[src/sv/mqbf_pkg.sv]
// Shared types and constants for the multi-queue byte FIFO.
// Operation, status and fill-mark codes, per-queue control entry, result record.
// No dependencies; the queue table, the top level and the testbench import this package.
package mqbf_pkg;

    localparam int NUM_QUEUES_DEF     = 8;
    localparam int MAX_QUEUE_SIZE_DEF = 256;
    localparam int STORE_DEPTH_DEF    = 1024;

    // Queue ids are 3 bits wide, so at most eight slots can ever be reached
    localparam int ID_SLOTS = 8;

    localparam int OP_W     = 3;
    localparam int QID_W    = 3;
    localparam int BYTE_W   = 8;
    localparam int QSIZE_W  = 9;
    localparam int BASE_W   = 10;
    localparam int STATUS_W = 3;
    localparam int COUNT_W  = 9;
    localparam int INDEX_W  = 8;

    typedef enum logic [OP_W-1:0] {
        OP_PUT    = 3'd0,
        OP_GET    = 3'd1,
        OP_CREATE = 3'd2,
        OP_DELETE = 3'd3,
        OP_QUERY  = 3'd4
    } op_t;

    typedef enum logic [STATUS_W-1:0] {
        ST_OK        = 3'd0,
        ST_FULL      = 3'd1,
        ST_EMPTY     = 3'd2,
        ST_BAD_SIZE  = 3'd3,
        ST_NO_SLOT   = 3'd4,
        ST_NOT_ALLOC = 3'd5
    } status_t;

    typedef enum logic [1:0] {
        MARK_NORMAL = 2'd0,
        MARK_FULL   = 2'd1,
        MARK_EMPTY  = 2'd2
    } mark_t;

    typedef struct packed {
        logic [INDEX_W-1:0] wr_idx;
        logic [INDEX_W-1:0] rd_idx;
        logic [INDEX_W-1:0] mask;
        mark_t              mark;
        logic [COUNT_W-1:0] count;
        logic [BASE_W-1:0]  base;
        logic               in_use;
    } qent_t;

    typedef struct packed {
        status_t            status;
        logic               get_ok;
        logic [QID_W-1:0]   created_id;
        logic [COUNT_W-1:0] used_count;
        logic [COUNT_W-1:0] free_count;
    } op_result_t;

    typedef struct packed {
        logic we;
        logic re;
    } mem_ctl_t;

endpackage

[src/sv/mqbf_qtable.sv]
// Queue control table: per-slot indices, masks, marks and counts, plus the
// single-pass operation decode that updates one entry and drives the store port.
// Depends on mqbf_pkg.
module mqbf_qtable
    import mqbf_pkg::*;
#(
    parameter int NUM_QUEUES     = NUM_QUEUES_DEF,
    parameter int MAX_QUEUE_SIZE = MAX_QUEUE_SIZE_DEF,
    parameter int STORE_DEPTH    = STORE_DEPTH_DEF
) (
    input  logic                           clk,
    input  logic                           rst_n,
    input  logic                           fire,
    input  logic [OP_W-1:0]                operation,
    input  logic [QID_W-1:0]               queue_id,
    input  logic [QSIZE_W-1:0]             queue_size,
    input  logic [BASE_W-1:0]              buffer_base,
    output mem_ctl_t                       mem_ctl,
    output logic [$clog2(STORE_DEPTH)-1:0] mem_addr,
    output op_result_t                     result
);

    localparam int SLOTS  = (NUM_QUEUES < ID_SLOTS) ? NUM_QUEUES : ID_SLOTS;
    localparam int SLOT_W = (SLOTS > 1) ? $clog2(SLOTS) : 1;
    localparam int ADDR_W = $clog2(STORE_DEPTH);
    localparam int SUM_W  = BASE_W + 1;

    qent_t              table_reg [SLOTS];
    qent_t              cur;
    qent_t              ent_next;
    logic               ent_we;
    logic [SLOT_W-1:0]  ent_slot;
    logic               q_in_range;
    logic [SLOT_W-1:0]  qi;
    logic               q_valid;
    logic               free_found;
    logic [SLOT_W-1:0]  free_slot;
    logic               size_bad;
    logic [INDEX_W-1:0] idx_sel;
    logic [INDEX_W-1:0] step_idx;
    logic [SUM_W-1:0]   addr_sum;
    logic [31:0]        addr_wrap;

    function automatic logic [COUNT_W-1:0] free_of(logic [COUNT_W-1:0] used,
                                                   logic [INDEX_W-1:0] mask);
        logic [COUNT_W-1:0] size;
        size = {1'b0, mask} + COUNT_W'(1);
        return (used <= size) ? (size - used) : '0;
    endfunction

    assign q_in_range = ({1'b0, queue_id} < 4'(SLOTS));
    assign qi         = q_in_range ? queue_id[SLOT_W-1:0] : '0;
    assign cur        = table_reg[qi];
    assign q_valid    = q_in_range && cur.in_use;

    assign size_bad = (queue_size == '0)
                   || (queue_size > QSIZE_W'(MAX_QUEUE_SIZE))
                   || ((queue_size & (queue_size - QSIZE_W'(1))) != '0);

    // Lowest free slot for create
    always_comb
    begin
        free_found = 1'b0;
        free_slot  = '0;
        for (int s = 0; s < SLOTS; s++)
        begin
            if (!table_reg[s].in_use && !free_found)
            begin
                free_found = 1'b1;
                free_slot  = SLOT_W'(s);
            end
        end
    end

    // Decode one operation; at most one table entry and one store byte change
    always_comb
    begin
        ent_we   = 1'b0;
        ent_slot = qi;
        ent_next = cur;
        mem_ctl  = '0;
        idx_sel  = cur.wr_idx;
        step_idx = '0;
        result   = '0;
        result.status = ST_OK;

        unique case (op_t'(operation))
            OP_PUT:
            begin
                if (!q_valid)
                begin
                    result.status = ST_NOT_ALLOC;
                end
                else
                begin
                    if (cur.mark != MARK_FULL)
                    begin
                        step_idx       = (cur.wr_idx + INDEX_W'(1)) & cur.mask;
                        idx_sel        = cur.wr_idx;
                        mem_ctl.we     = 1'b1;
                        ent_we         = 1'b1;
                        ent_next.count = cur.count + COUNT_W'(1);
                        if (cur.mark == MARK_EMPTY)
                        begin
                            ent_next.mark = MARK_NORMAL;
                        end
                        if (step_idx == cur.rd_idx)
                        begin
                            ent_next.mark = MARK_FULL;
                        end
                        ent_next.wr_idx = step_idx;
                    end
                    else
                    begin
                        result.status = ST_FULL;
                    end
                    result.used_count = ent_next.count;
                    result.free_count = free_of(ent_next.count, ent_next.mask);
                end
            end
            OP_GET:
            begin
                if (!q_valid)
                begin
                    result.status = ST_NOT_ALLOC;
                end
                else
                begin
                    if (cur.mark != MARK_EMPTY)
                    begin
                        step_idx       = (cur.rd_idx + INDEX_W'(1)) & cur.mask;
                        idx_sel        = cur.rd_idx;
                        mem_ctl.re     = 1'b1;
                        result.get_ok  = 1'b1;
                        ent_we         = 1'b1;
                        ent_next.count = cur.count - COUNT_W'(1);
                        if (cur.mark == MARK_FULL)
                        begin
                            ent_next.mark = MARK_NORMAL;
                        end
                        if (step_idx == cur.wr_idx)
                        begin
                            ent_next.mark = MARK_EMPTY;
                        end
                        ent_next.rd_idx = step_idx;
                    end
                    else
                    begin
                        result.status = ST_EMPTY;
                    end
                    result.used_count = ent_next.count;
                    result.free_count = free_of(ent_next.count, ent_next.mask);
                end
            end
            OP_CREATE:
            begin
                if (size_bad)
                begin
                    result.status = ST_BAD_SIZE;
                end
                else if (!free_found)
                begin
                    result.status = ST_NO_SLOT;
                end
                else
                begin
                    ent_we            = 1'b1;
                    ent_slot          = free_slot;
                    ent_next          = '0;
                    ent_next.mask     = INDEX_W'(queue_size - QSIZE_W'(1));
                    ent_next.mark     = MARK_EMPTY;
                    ent_next.base     = buffer_base;
                    ent_next.in_use   = 1'b1;
                    result.created_id = QID_W'(free_slot);
                    result.used_count = '0;
                    result.free_count = free_of('0, ent_next.mask);
                end
            end
            OP_DELETE:
            begin
                if (q_in_range)
                begin
                    ent_we        = 1'b1;
                    ent_next      = '0;
                    ent_next.mark = MARK_NORMAL;
                end
            end
            OP_QUERY:
            begin
                if (!q_valid)
                begin
                    result.status = ST_NOT_ALLOC;
                end
                else
                begin
                    result.used_count = cur.count;
                    result.free_count = free_of(cur.count, cur.mask);
                end
            end
            default:
            begin
                result.status = ST_OK;
            end
        endcase
    end

    // Store address: base plus index, folded into the store depth.
    // The sum stays below five times the smallest depth.
    assign addr_sum = {1'b0, cur.base} + SUM_W'(idx_sel);

    always_comb
    begin
        addr_wrap = 32'(addr_sum);
        for (int k = 1; k <= 4; k++)
        begin
            if (32'(addr_sum) >= 32'(k * STORE_DEPTH))
            begin
                addr_wrap = 32'(addr_sum) - 32'(k * STORE_DEPTH);
            end
        end
    end

    assign mem_addr = addr_wrap[ADDR_W-1:0];

    // An all-zero entry is a free slot with a normal mark
    always_ff @(posedge clk or negedge rst_n)
    begin
        if (!rst_n)
        begin
            for (int s = 0; s < SLOTS; s++)
            begin
                table_reg[s] <= '0;
            end
        end
        else if (fire && ent_we)
        begin
            table_reg[ent_slot] <= ent_next;
        end
    end

endmodule

[config.mk]
export PLATFORM = sky130hd
export DESIGN_NAME = mqbf_qtable
export DESIGN_NICKNAME = d
export VERILOG_FILES = /design/src/sv/mqbf_pkg.sv /design/src/sv/mqbf_qtable.sv
export SDC_FILE = /design/constraint.sdc
export NUM_CORES = 1
export LEC_CHECK = 0
export BUFFER_PORTS_ARGS = -buffer_cell sky130_fd_sc_hd__clkbuf_2
export CAP_MARGIN = 20
export CORE_ASPECT_RATIO = 0.8
export CORE_UTILIZATION = 35
export CTS_BUF_LIST = sky130_fd_sc_hd__clkbuf_4 sky130_fd_sc_hd__clkbuf_8
export DETAILED_ROUTE_END_ITERATION = 8
export GPL_TIMING_DRIVEN = 1
export PLACE_DENSITY = 0.5
export SYNTH_ARGS = -nofsm -noshare
export SYNTH_HDL_FRONTEND = slang
export SYNTH_SLANG_ARGS = --single-unit
[constraint.sdc]
create_clock -name clk -period 13.7 [get_ports clk]
set_input_delay 2.74 -clock clk [delete_from_list [all_inputs] [get_ports clk]]
set_output_delay 2.74 -clock clk [all_outputs]
set_load 0.1 [all_outputs]
==> results of run 1 <==
## power groups by stage
stage	clock (mW)	combinational, mW	sequential (mW)
global placement	0	0.172	1.12
global route	1.15	0.187	1.10
finish	1.06	0.172	1.10
detailed placement	0	0.172	1.12
CTS	1.10	0.173	1.10
floorplan	0	0.111	1.12
## layer usage
layer	part of all wire	routed length, um
met4	0.022	1450
met3	0.058	3760
met5	0	0
met2	0.43	27800
met1	0.49	31400
## stage by stage
step / hold slack [ps] / instance area, um2 / utilization / std cells / power [mW]
after floorplan: 449 / 22000 / - / 1767 / 1.23
after global placement: 463 / 22900 / 0.372 / 2596 / 1.29
after detailed placement: 473 / 22900 / 0.372 / 2598 / 1.29
after CTS: 487 / 24300 / 0.394 / 2705 / 2.37
after global routing: 497 / 24300 / 0.394 / 2710 / 2.43
final: 483 / 24300 / 0.394 / 2711 / 2.33
## final cells by class
class                   instances  area [um2]  share of cell area
repair buffers                 95         614              0.0253
clock inverters                16         173             0.00710
diodes                          3        7.51            0.000309
multi-input cells            1251       11900               0.489
clock buffers                  91        1160              0.0479
well taps                     830        1040              0.0427
flip-flops and latches        368        9210               0.379
inverters                      57         215             0.00885
## logic make-up after synthesis
| family | share of synthesized area |
|---|---|
| DFF | 0.419 |
| muxes | 0.316 |
| xor gates and xnor gates | 0.0254 |
| buffers and inverters | 0.0416 |
| adders and majority gates | 0.0316 |
| AOI/OAI and AO/OA | 0.0761 |
| and+or+nand+nor | 0.0901 |
## synthesized netlist by cell type, types with 7 or more instances
cell        n  area, um2
nand2b_1   11       68.8
clkbuf_1   18       67.6
buf_4      23        173
and2_1     16        100
mux2_1     61        687
nand4_1    12       75.1
o21a_1     11       82.6
buf_6      14        158
mux4_1     10        263
mux2i_4     9        203
a22oi_1     7       52.6
o22ai_1    19        119
inv_1      53        199
mux4_2     77       1730
mux2i_1    41        410
buf_2      24        120
dfrtp_1   368       9210
mux2_2    308       3470
nand2_1   112        420
o21ai_0    35        175
nand3_1    23        115
a21oi_1    54        270
mux2_4      9        135
o211ai_1   12       90.1
nor3_1     22        110
xor2_1     22        193
nor2_1     86        323
or3_1      16        100
ha_1       49        613
nor2b_1    17        106
o21ai_1    18       90.1
xnor2_1    39        342
## worst min-delay path by stage
stage | start | to | slack, ps | cells past startpoint
floorplan | table_reg[302]$_DFFE_PN0P_ | table_reg[302]$_DFFE_PN0P_ | 450 | 1
global placement | table_reg[309]$_DFFE_PN0P_ | table_reg[309]$_DFFE_PN0P_ | 460 | 1
detailed placement | table_reg[290]$_DFFE_PN0P_ | table_reg[290]$_DFFE_PN0P_ | 470 | 1
CTS | table_reg[308]$_DFFE_PN0P_ | table_reg[308]$_DFFE_PN0P_ | 490 | 1
global route | table_reg[327]$_DFFE_PN0P_ | table_reg[327]$_DFFE_PN0P_ | 500 | 1
finish | table_reg[278]$_DFFE_PN0P_ | table_reg[278]$_DFFE_PN0P_ | 480 | 1
==> impl_metrics.json, run 1 <==
{
  "netlist_area_um2": 22000,
  "row_count": 81,
  "post-place-ws_ps": 2390,
  "cp-end-kind": "output port",
  "ctsRootBufferMaster": "clkbuf_8",
  "r2r_end": "table_reg[313]$_DFFE_PN0P_",
  "gr-usage-all-layers": 0.207,
  "power_frac_seq": 0.471,
  "maxSlewViolCount": 0,
  "post_cts_buffers": 0,
  "worstRegToRegCells": 11,
  "rsz0062_at_grt": "false",
  "hold_viol": 0,
  "tightestPinTransition_ps": 1160,
  "fin_ws_ps": 2410,
  "initial_core_util": 0.356,
  "cp_top_family": "buffers and inverters",
  "dieArea_um2": 63800,
  "path_class": "input port to output port",
  "drive_above_1_share": 0.345,
  "htreeDepth": 2,
  "drv_cap": 0,
  "grt_overflow_total": 0,
  "synth_edf_count": 0,
  "mostFrequentLayoutCell": "dfrtp_1",
  "crit_start": "queue_id[0]",
  "met1_usage": 0.308,
  "cts_buffers": 61,
  "setup_viol": 0,
  "clkTransAtPathRegs_ps": 60,
  "vdd_drop_max_v": 0.0000660,
  "syn_area_per_cell_um2": 12.4,
  "post-route-period-util": 0.824,
  "viasPerCell": 5.60,
  "worstPathArrival_ps": 8550,
  "setup_tns_ps": 0,
  "status": "finished clean",
  "fin_nets": 1915,
  "grt_first_pass_wirelength_um": 99100,
  "critical_path.max_fanout": 52,
  "timing.rr.start": "table_reg[276]$_DFFE_PN0P_",
  "slowest_stage": "buf_4",
  "cp_common_cell": "a21oi_1",
  "cts_hold_buf": 0,
  "dr.pass1.iters": 5,
  "clk_latency_ps": 680,
  "fill_cells": 5948,
  "wirelength_um": 64400,
  "yosysUniqueCellTypes": 99,
  "io_pins": 65,
  "drt_iter0_drc": 1070,
  "cts_tree": "yes",
  "synth-seq-cells": 368,
  "endpoint": "mem_addr[9]",
  "routabilityCongestion": 0.914,
  "power.leakage_nw": 11.4,
  "synthToLayoutAreaGrowth_pct": 10.7,
  "dp_hpwl_um": 43000,
  "grt_pass1_vias": 15600,
  "die_h_um": 226,
  "io_buffers": 64,
  "cts_resized": 0,
  "grt_use_met2": 0.306,
  "hold_path.class": "flop to flop",
  "switching_share": 0.250,
  "largest_register_ffs": 368,
  "power_frac_clock": 0.455,
  "clk_path_buf_depth": 3,
  "fmax_mhz": 88.5,
  "crit_required_ps": 10960,
  "p_sw_mw": 0.583,
  "synth_warnings": 0,
  "vias": 15200,
  "synth_nets": 1848,
  "internal-power_mw": 1.75,
  "grt-busiest-layer": "met1",
  "grt_start_max_net_pins": 168,
  "syn_inst": 1767,
  "skew_ps": 25.2,
  "clock-sinks": 368,
  "cp-start-kind": "input port",
  "crit_chain": "buf_6 -> buf_4 -> nor2_1 -> a221oi_1 -> a2111oi_0 -> nand2_1 -> nand2_1 -> inv_1 -> a21oi_1 -> ha_1 -> a21o_1 -> a21oi_1 -> o21bai_1 -> a21oi_1 -> o21bai_1 -> a21oi_1 -> nor2b_1 -> o21bai_1 -> xor2_1 -> clkbuf_2",
  "ys_seq_area_frac": 0.419,
  "mostFrequentLayoutCells": "368 x dfrtp_1, 308 x mux2_2, 111 x nand2_1, 86 x nor2_1",
  "use_met3": 0.0376,
  "coreArea_um2": 61600,
  "cp.depth": 20,
  "slew_headroom": 0.222,
  "powerDensity_nw_per_um2": 95.9,
  "rrSetupSlack_ps": 8530,
  "min_period_ps": 11290,
  "ys.flop_type": "dfrtp_1",
  "ant_nets": 0,
  "wl_per_cell_um": 23.8,
  "critPathBufInv": 4,
  "p_comb_frac": 0.074,
  "die_w_um": 282,
  "ys_async_sr_fraction": 1.00,
  "drc": 0,
  "cp_slowest_stage_delay_ps": 700,
  "antenna_found_initial": 1
}
Note: power is estimated with default switching activity, not from simulation.
==> run 2, diff against run 1 <==
- PLACE_DENSITY: 0.5 -> 0.52
- clock period: 13.7 -> 10 ns (I/O delays scaled with it)
==> run 2 against run 1 <==
Compared with the run above: power grew 34%; via count grew 0.33%; clock power grew 29%; worst setup slack lost 1700 ps; flip-flop and latch count is the same; first-iteration DRC count grew 20%; critical path type unchanged; largest cell class unchanged.
==> impl_metrics.json, run 2 (synthesis gave the netlist of run 1 again) <==
{
  "maxSlewViolCount": 0,
  "setup_viol": 0,
  "cts_tree": "yes",
  "p_sw_mw": 0.783,
  "power.leakage_nw": 11.5,
  "initial_core_util": 0.356,
  "synthToLayoutAreaGrowth_pct": 11.4,
  "io_pins": 65,
  "vias": 15200,
  "mostFrequentLayoutCell": "dfrtp_1",
  "antenna_found_initial": 1,
  "total_power_mw": 3.11,
  "power_frac_clock": 0.439,
  "timing.rr.start": "table_reg[214]$_DFFE_PN0P_",
  "hold_path.class": "flop to flop",
  "stdcell_area_um2": 24500,
  "post_cts_buffers": 0,
  "placedInstanceArea_um2": 23200,
  "wirelength_um": 63900,
  "status": "finished clean",
  "routabilityCongestion": 0.940,
  "internal-power_mw": 2.33,
  "drv_cap": 0,
  "post-route-period-util": 0.930,
  "grt_pass1_vias": 15400,
  "cp-end-kind": "output port",
  "gr-usage-all-layers": 0.204,
  "p_comb_frac": 0.078,
  "grt_start_max_net_pins": 161,
  "dp_hpwl_um": 43900,
  "clk_path_buf_depth": 3,
  "path_class": "input port to output port",
  "rsz0062_at_grt": "false",
  "hold-worst-slack_ps": 480,
  "drive_above_1_share": 0.348,
  "hold_viol": 0,
  "cts_hold_buf": 0,
  "grt_first_pass_wirelength_um": 98000,
  "hold_start": "table_reg[330]$_DFFE_PN0P_",
  "fill_cells": 5979,
  "clock-sinks": 368,
  "diodes": 0,
  "ant_nets": 0,
  "vdd_drop_max_v": 0.000106,
  "slew_headroom": 0.254,
  "crit_start": "queue_id[1]",
  "finalCoreUtilization": 0.397,
  "clkTransAtPathRegs_ps": 60,
  "viasPerCell": 5.61,
  "switching_share": 0.251,
  "wl_per_cell_um": 23.5,
  "tightestPinTransition_ps": 1110,
  "setup_tns_ps": 0,
  "io_buffers": 64,
  "cp-start-kind": "input port",
  "drc": 0,
  "row_count": 81,
  "grt_overflow_total": 0,
  "die_h_um": 226,
  "powerDensity_nw_per_um2": 127,
  "largest_register_ffs": 368,
  "dieArea_um2": 63800,
  "drt_iter0_drc": 1288,
  "cts_buffers": 59,
  "die_w_um": 282,
  "skew_ps": 56.2,
  "clk_latency_ps": 700,
  "fin_nets": 1923,
  "coreArea_um2": 61600,
  "ctsRootBufferMaster": "clkbuf_8",
  "power_frac_seq": 0.483,
  "cts_resized": 0,
  "htreeDepth": 2,
  "mostFrequentLayoutCells": "368 x dfrtp_1, 308 x mux2_2, 111 x nand2_1, 86 x nor2_1, 77 x mux4_2",
  "worstPathArrival_ps": 7300,
  "critical_path.max_fanout": 34,
  "dr.pass1.iters": 5,
  "min_period_ps": 9300,
  "fmax_mhz": 108,
  "crit_required_ps": 8000
}
## run 2: cell types whose count changed in the layout (fill, tap and decap cells not counted), sizes merged
cell    change
buf        +22
bufinv      -3
clkbuf      -3
clkinv      -8
diode       -3
inv         +1
## run 2: cell type report
cell class | instances | area (um2) | share of cell area
flip-flops and latches | 368 | 9210 | 0.376
repair buffers | 105 | 890 | 0.0363
inverters | 57 | 215 | 0.00879
clock buffers | 100 | 1200 | 0.0491
clock inverters | 6 | 43.8 | 0.00179
well taps | 830 | 1040 | 0.0424
multi-input cells | 1251 | 11900 | 0.485
## run 2: routing by layer
layer	vias to the layer above	GRT usage	wire (um)	part of all wire
li1	6743	-	-	-
met1	7952	0.309	32000	0.50
met2	450	0.297	27100	0.42
met3	87	0.0388	3800	0.060
met4	2	0.0475	1030	0.016
met5	-	0	20	0.00031
## run 2: metrics by stage
stage	setup WS, ps	instances
floorplan	603	1767
detailed placement	809	2609
global placement	817	2608
finish	704	2717
global route	366	2717
CTS	794	2715
## run 2: power groups by stage
stage,clock network (mW),registers [mW],logic (mW)
final,1.37,1.50,0.242
after global placement,0,1.53,0.241
after CTS,1.41,1.50,0.242
after floorplan,0,1.53,0.152
after global routing,1.48,1.50,0.263
after detailed placement,0,1.53,0.241
## run 2: worst paths after layout
kind	to	slack (ps)	depth (start not counted)
worst max-delay path	result[7]	700	17
worst min-delay path	table_reg[330]$_DFFE_PN0P_	480	1
worst max register to register	table_reg[20]$_DFFE_PN0P_	5660	14
worst min register to register	table_reg[330]$_DFFE_PN0P_	480	1
max in group asynchronous	table_reg[13]$_DFFE_PN0P_	7100	2
min in group asynchronous	table_reg[201]$_DFFE_PN0P_	1370	1
## run 2: critical path: stages
cell	delay, ps
buf_4	500
buf_4	380
mux4_2	370
mux2i_1	350
inv_1	130
ha_1	240
xnor2_1	410
ha_1	280
o21ai_0	140
a21boi_0	340
o21ai_0	150
a21boi_0	350
o31ai_1	170
a211oi_1	820
a32oi_1	220
o211ai_1	210
buf_12	220
==> run 3, diff against run 2 <==
- CORE_UTILIZATION: 35 -> 45
- PLACE_DENSITY: 0.52 -> 0.63
- RECOVER_POWER: not set -> 50
==> run 3 against run 2 <==
Compared with the run above: highest routed layer is now met4; the run now ends with capacitance limit, slew limit left; final cell count fell by 7.5%; via count fell by 1.0%; critical path depth fell by 1; count of clock-buffer cells in the layout fell by 6.
==> impl_metrics.json, run 3 (synthesis gave the netlist of run 1 again) <==
{
  "wirelength_um": 60200,
  "slowest_stage": "a211oi_1",
  "grt_first_pass_wirelength_um": 93200,
  "gr-usage-all-layers": 0.246,
  "drt_iter0_drc": 1150,
  "row_count": 72,
  "setup_viol": 0,
  "io_buffers": 64,
  "slew_headroom": -3.24,
  "final_cells": 2514,
  "violations": "capacitance limit, slew limit",
  "largest_register_ffs": 368,
  "cts_resized": 0,
  "mostFrequentLayoutCell": "dfrtp_1",
  "dp_hpwl_um": 40900,
  "hold_viol": 0,
  "ant_nets": 0,
  "path_class": "input port to output port",
  "die_h_um": 200,
  "grt_pass1_vias": 15300,
  "cts_buffers": 59,
  "post-route-period-util": 0.922,
  "rsz0062_at_grt": "false",
  "coreArea_um2": 48300,
  "tightestPinTransition_ps": 6360,
  "maxSlewViolCount": 200,
  "worstPathArrival_ps": 7220,
  "skew_ps": 48.5,
  "post_cts_buffers": 0,
  "synthToLayoutAreaGrowth_pct": 9.77,
  "fin_nets": 1921,
  "hold_path.class": "flop to flop",
  "htreeDepth": 2,
  "clock-sinks": 368,
  "mostFrequentLayoutCells": "368 x dfrtp_1, 307 x mux2_2, 111 x nand2_1, 87 x nor2_1",
  "drive_above_1_share": 0.342,
  "grt-busiest-layer": "met2",
  "clk_latency_ps": 660,
  "powerDensity_nw_per_um2": 131,
  "use_met3": 0.0472,
  "cp_slowest_stage_delay_ps": 830,
  "dp_cells": 2404,
  "cp-end-kind": "output port",
  "vdd_drop_max_v": 0.000152,
  "crit_required_ps": 8000,
  "routabilityCongestion": 0.949,
  "initial_core_util": 0.455,
  "grt_use_met2": 0.382,
  "critical_path.max_fanout": 57,
  "dr.pass1.iters": 6,
  "met1_usage": 0.357,
  "placedInstanceArea_um2": 22800,
  "vias": 15100,
  "drv_cap": 3,
  "die_w_um": 249,
  "cp-start-kind": "input port",
  "total_power_mw": 3.15,
  "clk_path_buf_depth": 3,
  "min_period_ps": 9220,
  "grt_start_max_net_pins": 175,
  "setup_tns_ps": 0,
  "cts_tree": "yes",
  "cts_hold_buf": 0,
  "viasPerCell": 6.00,
  "drc": 0,
  "io_pins": 65,
  "dieArea_um2": 49700,
  "clkTransAtPathRegs_ps": 60,
  "stdcell_area_um2": 24100,
  "power.leakage_nw": 11.4,
  "status": "finished with violations",
  "antenna_found_initial": 0,
  "fmax_mhz": 108,
  "ctsRootBufferMaster": "clkbuf_8",
  "grt_overflow_total": 0,
  "crit_chain": "buf_6 -> mux4_2 -> mux2i_1 -> inv_1 -> ha_1 -> ha_1 -> nor2b_1 -> o21ai_0 -> a21boi_0 -> o21ai_0 -> a21boi_0 -> o31ai_1 -> a211oi_1 -> a32oi_1 -> o211ai_1 -> buf_12",
  "wl_per_cell_um": 23.9
}
-- run 3: changes by cell type in the layout (fill, tap and decap cells not counted), moves of 3 or more --
cell      change
clkbuf_8      +5
clkbuf_1      +5
clkbuf_4     -11
nand3_4       -3
buf_12        -3
clkinv_2      +3
nand3_2       +3
-- run 3: layer usage --
| layer | up-vias | wire length (um) |
|---|---|---|
| met3 | 72 | 3820 |
| met4 | 0 | 820 |
| met5 | - | 0 |
| met2 | 458 | 27000 |
| li1 | 6744 | - |
| met1 | 7802 | 28500 |
-- run 3: cell type report --
cell class	instances	area, um2
Antenna cell	1	2.50
Clock buffer	94	1190
Clock inverter	11	119
Fill cell	4256	24200
Inverter	57	215
Multi-Input combinational cell	1251	11800
Sequential cell	368	9210
Tap cell	629	787
Timing Repair Buffer	103	768
-- run 3: stage by stage --
stage | utilization | setup slack (ps) | hold slack (ps)
after floorplan | - | 603 | 449
after global placement | 0.473 | 911 | 461
after detailed placement | 0.473 | 890 | 472
after CTS | 0.500 | 895 | 486
after global routing | 0.499 | 334 | 502
final | 0.499 | 779 | 483
-- run 3: path summary, 6_finish.rpt --
kind | slack (ps) | to | start | cells after the start
min reg2reg | 480 | table_reg[150]$_DFFE_PN0P_ | table_reg[150]$_DFFE_PN0P_ | 1
min | 480 | table_reg[150]$_DFFE_PN0P_ | table_reg[150]$_DFFE_PN0P_ | 1
max | 780 | result[7] | queue_id[0] | 16
min in group asynchronous | 3750 | table_reg[359]$_DFFE_PN0P_ | rst_n | 1
max reg2reg | 4440 | table_reg[363]$_DFFE_PN0P_ | table_reg[276]$_DFFE_PN0P_ | 11
max in group asynchronous | 1880 | table_reg[213]$_DFFE_PN0P_ | rst_n | 3
-- run 3: where the power goes --
| part | total [mW] | leakage (nW) | switching, mW | internal [mW] |
|---|---|---|---|---|
| Clock | 1.42 | 0.695 | 0.616 | 0.802 |
| Combinational | 0.229 | 5.59 | 0.151 | 0.0774 |
| Sequential | 1.50 | 5.14 | 0.00574 | 1.50 |
-- run 3: worst max-delay path, delay by kind of cell --
family | cells | cell delay (ps)
compound gates | 8 | 2260
fa+ha+maj | 2 | 820
buf+inv | 3 | 970
mux | 2 | 960
simple gates | 1 | 120
